<file path="src/design/sct_pkg.sv">
package sct_pkg;

  // Fixed-point format of angles and results.
  localparam int FRAC_BITS = 16;
  localparam int ANGLE_W   = 32;
  localparam int OUT_W     = 18;
  localparam int OUT_MAX   = 2 ** (OUT_W - 1) - 1;
  localparam int OUT_MIN   = -(2 ** (OUT_W - 1));

  // Series structure: one cell per term after the first, sine and cosine lanes.
  localparam int N_CELLS  = 4;
  localparam int CELL_W   = $clog2(N_CELLS);
  localparam int N_LANES  = 2;
  localparam int LANE_SIN = 0;
  localparam int LANE_COS = 1;

  // Range reduction constants: 1/(2pi) with 32 fraction bits, 2pi with 40.
  localparam int INV_W       = 32;
  localparam int INV_FRAC    = 32;
  localparam logic signed [INV_W-1:0] INV_TWO_PI = 32'sh28BE60DC;
  localparam int TWO_PI_W    = 44;
  localparam int TWO_PI_FRAC = 40;
  localparam logic signed [TWO_PI_W-1:0] TWO_PI = 44'sh6487ED5110B;

  // Reduction datapath widths.
  localparam int P1_W        = ANGLE_W + INV_W;
  localparam int ROUND_SHIFT = FRAC_BITS + INV_FRAC;
  localparam int N_W         = P1_W - ROUND_SHIFT;
  localparam int NP_W        = N_W + TWO_PI_W;
  localparam int RED_SHIFT   = TWO_PI_FRAC - FRAC_BITS;
  localparam int R_W         = FRAC_BITS + 3;
  // The reduced angle is small, so the subtraction only needs these low bits.
  localparam int D_W         = RED_SHIFT + R_W;

  // Series datapath widths.
  localparam int X_W  = FRAC_BITS + 5;
  localparam int T_W  = FRAC_BITS + 4;
  localparam int S_W  = FRAC_BITS + 5;
  localparam int P_W  = T_W + X_W;
  localparam int Q_W  = FRAC_BITS + 9;
  localparam int U_W  = Q_W + 6;
  localparam int K_W  = 7;
  localparam int EXT_W = S_W + OUT_W;

  // Term divisors, per lane and cell.
  localparam int unsigned K_DIV [N_LANES][N_CELLS] = '{
    '{6, 20, 42, 72},
    '{2, 12, 30, 56}
  };

  // Truncated reciprocals floor(2^U_W / k) for the divide-by-constant.
  localparam longint unsigned RECIP_ONE = 64'd1 << U_W;
  localparam logic [U_W-1:0] K_RECIP [N_LANES][N_CELLS] = '{
    '{U_W'(RECIP_ONE / 6), U_W'(RECIP_ONE / 20), U_W'(RECIP_ONE / 42),
      U_W'(RECIP_ONE / 72)},
    '{U_W'(RECIP_ONE / 2), U_W'(RECIP_ONE / 12), U_W'(RECIP_ONE / 30),
      U_W'(RECIP_ONE / 56)}
  };

  // Pipeline depth: reduction stages, cell stages and the output register.
  localparam int RED_STAGES  = 5;
  localparam int CELL_STAGES = 5;
  localparam int PIPE_DEPTH  = RED_STAGES + N_CELLS * CELL_STAGES + 1;

  // Data handed from cell to cell.
  typedef struct packed {
    logic signed [T_W-1:0] sin_term;
    logic signed [T_W-1:0] cos_term;
    logic signed [S_W-1:0] sin_sum;
    logic signed [S_W-1:0] cos_sum;
    logic signed [X_W-1:0] x2;
  } chain_t;

  // Clamp a series sum to the output range.
  function automatic logic signed [OUT_W-1:0] sat_out(input logic signed [S_W-1:0] v);
    logic signed [EXT_W-1:0] w;
    logic signed [EXT_W-1:0] res;
    w = EXT_W'(v);
    if (w > EXT_W'(OUT_MAX)) begin
      res = EXT_W'(OUT_MAX);
    end else if (w < EXT_W'(OUT_MIN)) begin
      res = EXT_W'(OUT_MIN);
    end else begin
      res = w;
    end
    return res[OUT_W-1:0];
  endfunction

endpackage

</file>
<file path="src/design/sct_reduce.sv">
module sct_reduce import sct_pkg::*; (
  input  logic                      clk_i,
  input  logic                      rst_ni,
  input  logic                      in_valid_i,
  output logic                      in_ready_o,
  input  logic signed [ANGLE_W-1:0] in_angle_i,
  output logic                      out_valid_o,
  input  logic                      out_ready_i,
  output chain_t                    out_chain_o
);

  localparam logic signed [P1_W-1:0] ROUND_HALF = P1_W'(1) << (ROUND_SHIFT - 1);
  localparam logic signed [T_W-1:0]  ONE_T      = T_W'(1) << FRAC_BITS;
  localparam logic signed [S_W-1:0]  ONE_S      = S_W'(1) << FRAC_BITS;

  logic [RED_STAGES-1:0] v_q;
  logic [RED_STAGES-1:0] v_src;
  logic [RED_STAGES:0]   en;

  logic signed [ANGLE_W-1:0] angle0_q, angle1_q, angle2_q;
  logic signed [P1_W-1:0]    p1_q;
  logic signed [N_W-1:0]     n_q;
  logic [D_W-1:0]            np_q;
  logic signed [R_W-1:0]     r3_q, r4_q;
  logic signed [X_W-1:0]     x2_q;

  logic signed [P1_W-1:0]    p1_d;
  logic signed [P1_W-1:0]    rnd_sum;
  logic signed [NP_W-1:0]    np_full;
  logic [D_W-1:0]            diff;
  logic signed [2*R_W-1:0]   sq;

  // A stage may load when it is empty or its successor loads.
  always_comb begin
    en[RED_STAGES] = out_ready_i;
    for (int s = RED_STAGES - 1; s >= 0; s--) begin
      en[s] = !v_q[s] || en[s+1];
    end
  end

  assign v_src      = {v_q[RED_STAGES-2:0], in_valid_i};
  assign in_ready_o = en[0];

  always_ff @(posedge clk_i or negedge rst_ni) begin
    if (!rst_ni) begin
      v_q <= '0;
    end else begin
      for (int s = 0; s < RED_STAGES; s++) begin
        if (en[s]) begin
          v_q[s] <= v_src[s];
        end
      end
    end
  end

  // Datapath: turn count by reciprocal, subtract whole turns, square.
  assign p1_d    = in_angle_i * INV_TWO_PI;
  assign rnd_sum = p1_q + ROUND_HALF;
  assign np_full = n_q * TWO_PI;
  assign diff    = (D_W'(angle2_q) << RED_SHIFT) - np_q;
  assign sq      = r3_q * r3_q;

  always_ff @(posedge clk_i) begin
    if (en[0]) begin
      angle0_q <= in_angle_i;
      p1_q     <= p1_d;
    end
    if (en[1]) begin
      angle1_q <= angle0_q;
      n_q      <= rnd_sum[P1_W-1:ROUND_SHIFT];
    end
    if (en[2]) begin
      angle2_q <= angle1_q;
      np_q     <= np_full[D_W-1:0];
    end
    if (en[3]) begin
      r3_q <= diff[D_W-1:RED_SHIFT];
    end
    if (en[4]) begin
      r4_q <= r3_q;
      x2_q <= sq[FRAC_BITS +: X_W];
    end
  end

  // First terms of both series.
  always_comb begin
    out_chain_o.sin_term = T_W'(r4_q);
    out_chain_o.sin_sum  = S_W'(r4_q);
    out_chain_o.cos_term = ONE_T;
    out_chain_o.cos_sum  = ONE_S;
    out_chain_o.x2       = x2_q;
  end

  assign out_valid_o = v_q[RED_STAGES-1];

endmodule

</file>
<file path="config.mk">
export PLATFORM = sky130hd
export DESIGN_NAME = sct_reduce
export DESIGN_NICKNAME = d
export VERILOG_FILES = /design/src/design/sct_pkg.sv /design/src/design/sct_reduce.sv
export SDC_FILE = /design/constraint.sdc
export NUM_CORES = 2
export LEC_CHECK = 0
export BUFFER_PORTS_ARGS = -buffer_cell sky130_fd_sc_hd__buf_2
export CAP_MARGIN = 25
export CORE_UTILIZATION = 60
export CTS_CLUSTER_DIAMETER = 120
export DETAILED_ROUTE_END_ITERATION = 8
export PLACE_DENSITY = 0.84
export RECOVER_POWER = 25
export REMOVE_ABC_BUFFERS = 1
export SYNTH_ARGS = -nofsm -noshare
export SYNTH_HDL_FRONTEND = slang
export SYNTH_SLANG_ARGS = --single-unit
</file>
<file path="constraint.sdc">
create_clock -name clk_i -period 9.81 [get_ports clk_i]
set_clock_uncertainty 0.05 [all_clocks]
set_input_delay 0.981 -clock clk_i [delete_from_list [all_inputs] [get_ports clk_i]]
set_output_delay 0.981 -clock clk_i [all_outputs]
set_load 0.01 [all_outputs]
</file>
# After elaboration in Yosys (flattened, before gate mapping)
# Index checks and enable logic that the tools add are counted.
# W data, S select, Z words.
dict set report word_totals {
  register_bits 242
  input_bits 36
  out_inout_bits 105
  wordCells 29
}
dict set report op_classes {
  n_addsub 2
  mul 3
  n_reduce_logical 10
}
# op count
set ops {}
lappend ops {{$add A64 B49 Y64 const B} 1}
lappend ops {{$mul A32 B29 Y61 const B} 1}
lappend ops {{$mul A16 B44 Y43 const B} 1}
lappend ops {{$sub A43 B43 Y43} 1}
lappend ops {{$mul A19 B19 Y37} 1}
lappend ops {{$logic_not A1 Y1} 5}
lappend ops {{$logic_or A1 B1 Y1} 5}

# Longest topological paths before layout
dict set report logic_depth {
  depth_word 6
  ltp_mapped 26
  ltp_nobuf 25
}

# Worst setup path after synthesis
# OpenSTA, ideal clock, no wires.
dict set report synth_path {
  path_kind {input -> register}
  from {input port in_angle_i[31]}
  to {register p1_q[58] (data pin)}
  setup_time_ns 0.269
  arrival_ns 8.738
  required_ns 9.491
  setup_slack_ns 0.753
  stages 23
  path_buffers 3
  cell_sequence {clkbuf_1 inv_1 clkbuf_1 buf_1 fa_1 inv_1 fa_1 fa_1 fa_1 fa_1 inv_1 fa_1 inv_1 ha_1 nand2_1 nor4_1 nand3_1 o221ai_1 o21ai_1 a21oi_1 a211oi_1 o31ai_1 xor2_1}
}
dict set report synth_between {
  elab_chain_len 1
}
# item line_no
set synth_rtl {}
lappend synth_rtl {{from (decl)} sct_reduce.sv:6} ;# input logic signed [ANGLE_W-1:0] in_angle_i,
lappend synth_rtl {{$mul A32 B29 Y61} sct_reduce.sv:57} ;# assign p1_d = in_angle_i * INV_TWO_PI;
lappend synth_rtl {{named net p1_d[58]} sct_reduce.sv:27} ;# logic signed [P1_W-1:0] p1_d;
lappend synth_rtl {{to (signal assigned)} sct_reduce.sv:66} ;# p1_q <= p1_d;
lappend synth_rtl {{to (decl)} sct_reduce.sv:21} ;# logic signed [P1_W-1:0] p1_q;
# The timed path passes the listed nets, and every way through them passes these cells.
# A chain may end at the register's enable or synchronous reset.

# Worst setup path in the final report
dict set report layout_path {
  from {register r3_q[7]}
  to {register x2_q[20] (data pin)}
}
dict set report layout_between {
  elab_chain_len 1
}
# item line_no
set layout_rtl {}
lappend layout_rtl {{from (decl)} sct_reduce.sv:24} ;# logic signed [R_W-1:0] r3_q, r4_q;
lappend layout_rtl {{from (signal assigned)} sct_reduce.sv:77} ;# r3_q <= diff[D_W-1:RED_SHIFT];
lappend layout_rtl {{$mul A19 B19 Y37} sct_reduce.sv:61} ;# assign sq = r3_q * r3_q;
lappend layout_rtl {{named net sq[36]} sct_reduce.sv:31} ;# logic signed [2*R_W-1:0] sq;
lappend layout_rtl {{to (signal assigned)} sct_reduce.sv:81} ;# x2_q <= sq[FRAC_BITS +: X_W];
lappend layout_rtl {{to (decl)} sct_reduce.sv:25} ;# logic signed [X_W-1:0] x2_q;
# The timed path passes the listed nets, and every way through them passes these cells.

==> impl_results.md <==
* Status: complete, but fails checks
* Failing checks: capacitance limit, slew limit
* CP Capture Type: flip-flop
* Routed vias at 28800
* Share of cells above drive strength 1 at 3.40%
* Cells taking the most area after synthesis: fa_1 41%, ha_1 18%, edfxtp_1 13%, inv_1 12%, xnor2_1 2.3%
* DP Cell Count at 5239
* WL final at 100000 um
* DRT iter0 DRCs at 1896
* Critical Path AT at 8.41 ns
* Startpoint Class: flip-flop
* Area grow syn2layout at 4.19%
* Die width at 273 um
* Nets at 5868
* Top_reg_cell synth: edfxtp_1
* Clock root buffer: clkbuf_16
* Maximum clock path buffer count at 2
* Final GP Congestion at 0.949
* Largest net degree at the start of global routing at 64
* Synth unique cells at 79
* Final Non-Filler Cells at 5275
* Hold Crit Class: primary input to async pin
* First-pass GRT wire length at 163000 um
* Initial antenna violation count at 2
* Cell area after synthesis at 44100 um^2
* Worst-Skew Late Latency at 0.49 ns
* H-tree levels at 4
* Pre-antenna DRT Iters at 6
* Drc violations at 0
* Fin Setup TNS at 0 ns
* CP required at 10.08 ns
* Yosys warning total at 0
* Final setup fails at 0
* Pins Over Slew Limit at 102
* # port buffers at 99
* Mapped Cells at 4254
* DR WL/cell at 19.0 um
* Initial Util at 61.1%
* Critical setup path kind: flip-flop to flip-flop
* #FFs+latches synth at 196
* # Post-CTS Setup Buffers at 0
* Clock transition at the registers of the reported paths at 0.08 ns
* Fmax at 123 MHz
* Worst-Margin Slew at 3.34 ns
* Antenna-violating nets left at 0
* Setup slack, reg-to-reg at 1.67 ns
* Worst-path fanout max at 22
* Unrepaired setup endpoints after global routing: no
* Die Height at 273 um
* Fraction of registers with async set/reset at 2.55%
* CORE AREA at 72100 um^2
* Tot GR Track Use at 28.4%
* Vias per cell at 5.45
* DPL Wire Length at 85400 um
* Clk sink count at 196
* Period minus WS final at 8.14 ns
* Vias in the first global route at 31800
* Synth area leader: fa_1
* Max_slew headroom at -123%
* Synth Area per Inst at 10.4 um^2
* Post-synth EDFFs at 191
* Fin. Hold Viols at 0
* Period utilisation layout at 83.0%
* Post-cts sizing count at 0
* Rows at 98
* Synth top area share at 40.9%
* Sequential fraction of the synthesis area at 13.3%
* TritonCTS clock tree: built
* Cts bufs inserted at 17
* Hold_buf cts at 0
* Global route overflow at 0
* Die area at 74500 um^2
* I/O pin total at 141
* Max cap viols at 2
==> placed cells by master (no fill, tap or decap), types with 25 or more instances in the layout <==
cell,n
inv_1,1365
conb_1,41
nand2_1,151
and2_1,87
buf_2,79
xor2_1,51
a21oi_1,114
xnor2_1,114
nor2_1,86
fa_1,900
a21o_1,42
o21ai_0,64
edfxtp_1,191
clkbuf_1,27
nand3_1,33
nor3_1,25
ha_1,623
==> kinds of logic after synthesis <==
group | Yosys count | share of synthesized area (%)
mux | 5 | 0.128
buf+inv | 1480 | 13.2
simple gates | 513 | 5.84
other cells | 2 | 0.0170
xor+xnor | 165 | 3.28
fa+ha+maj | 1523 | 58.6
flops | 196 | 13.3
compound gates | 370 | 5.67
==> area by class of cell <==
cell class                      count  area [um^2]
Timing Repair Buffer              111          534
Sequential cell                   196         5860
Tap cell                          950         1190
Clock buffer                       17          425
Fill cell                        5482        26200
Clock inverter                     15          210
Multi-Input combinational cell   2617        32500
Inverter                         1366         5130
Antenna cell                        3         7.51
==> through the flow <==
stage	setup WS [ns]	utilization [%]	cell area, um^2	hold WS (ns)
after floorplan	1.89	-	43500	0.350
after global placement	1.79	62.8	45300	0.351
after detailed placement	1.65	62.8	45300	0.355
after CTS	1.93	63.7	45900	0.261
after global routing	1.30	63.7	45900	0.361
final	1.67	63.7	45900	0.359
==> flip-flops by register name, indices dropped and copies added, names as in the netlist <==
signal and cells:
n_q 16, v_q 5, x2_q 21, np_q 43, p1_q 16, r3_q 19
r4_q 19, angle0_q 19, angle1_q 19, angle2_q 19
==> final timing paths <==
check,start,endpoint,depth (start not counted)
setup / recovery,r3_q[7],x2_q[20],23
hold / removal,rst_ni,v_q[4],1
setup reg to reg,r3_q[7],x2_q[20],23
hold reg to reg,angle1_q[3],angle2_q[3],0
max in group asynchronous,rst_ni,v_q[0],1
min in group clk_i,angle1_q[3],angle2_q[3],0
==> synth_stat cells (6+ instances only) <==
| cell type | instances |
|---|---|
| o21a_1 | 14 |
| or2_2 | 6 |
| a31oi_1 | 15 |
| a21oi_1 | 114 |
| nand2b_1 | 24 |
| a211oi_1 | 19 |
| nor2b_1 | 20 |
| edfxtp_1 | 191 |
| o211ai_1 | 7 |
| nor2_1 | 86 |
| and3_1 | 21 |
| fa_1 | 900 |
| xor2_1 | 51 |
| nor4_1 | 13 |
| nand3_1 | 34 |
| nand2_1 | 152 |
| xnor2_1 | 114 |
| o22ai_1 | 6 |
| o21ai_0 | 64 |
| nor3_1 | 25 |
| nand4_1 | 20 |
| buf_4 | 63 |
| inv_1 | 1366 |
| and2_1 | 87 |
| o31ai_1 | 7 |
| a22oi_1 | 6 |
| or3_1 | 9 |
| o21bai_1 | 15 |
| clkbuf_1 | 46 |
| ha_1 | 623 |
| a21o_1 | 42 |
| a211o_1 | 8 |
==> worst max-delay path, stage by stage, from the launching register on <==
cell      delay, ns
edfxtp_1       0.32
clkbuf_1       1.01
nand2_1        0.30
fa_1           0.63
inv_1          0.06
fa_1           0.51
inv_1          0.06
fa_1           0.53
inv_1          0.05
fa_1           0.37
inv_1          0.10
fa_1           0.41
inv_1          0.08
fa_1           0.42
fa_1           0.38
ha_1           0.36
a21oi_1        0.18
o31ai_1        0.10
or4b_1         0.54
o211a_1        0.27
o31ai_2        0.46
a31oi_1        0.30
and4_1         0.29
nor3_1         0.22
==> routing by layer <==
layer	vias up	global-route usage, %	part of all wire (%)
li1	13000	-	-
met1	14400	35.5	39
met5	-	0	0.013
met3	257	4.18	6.8
met4	2	12.2	4.4
met2	1116	49.3	50
Power is not shown: default switching activity piles up to over one toggle a cycle in this logic, so the estimate is an artifact.
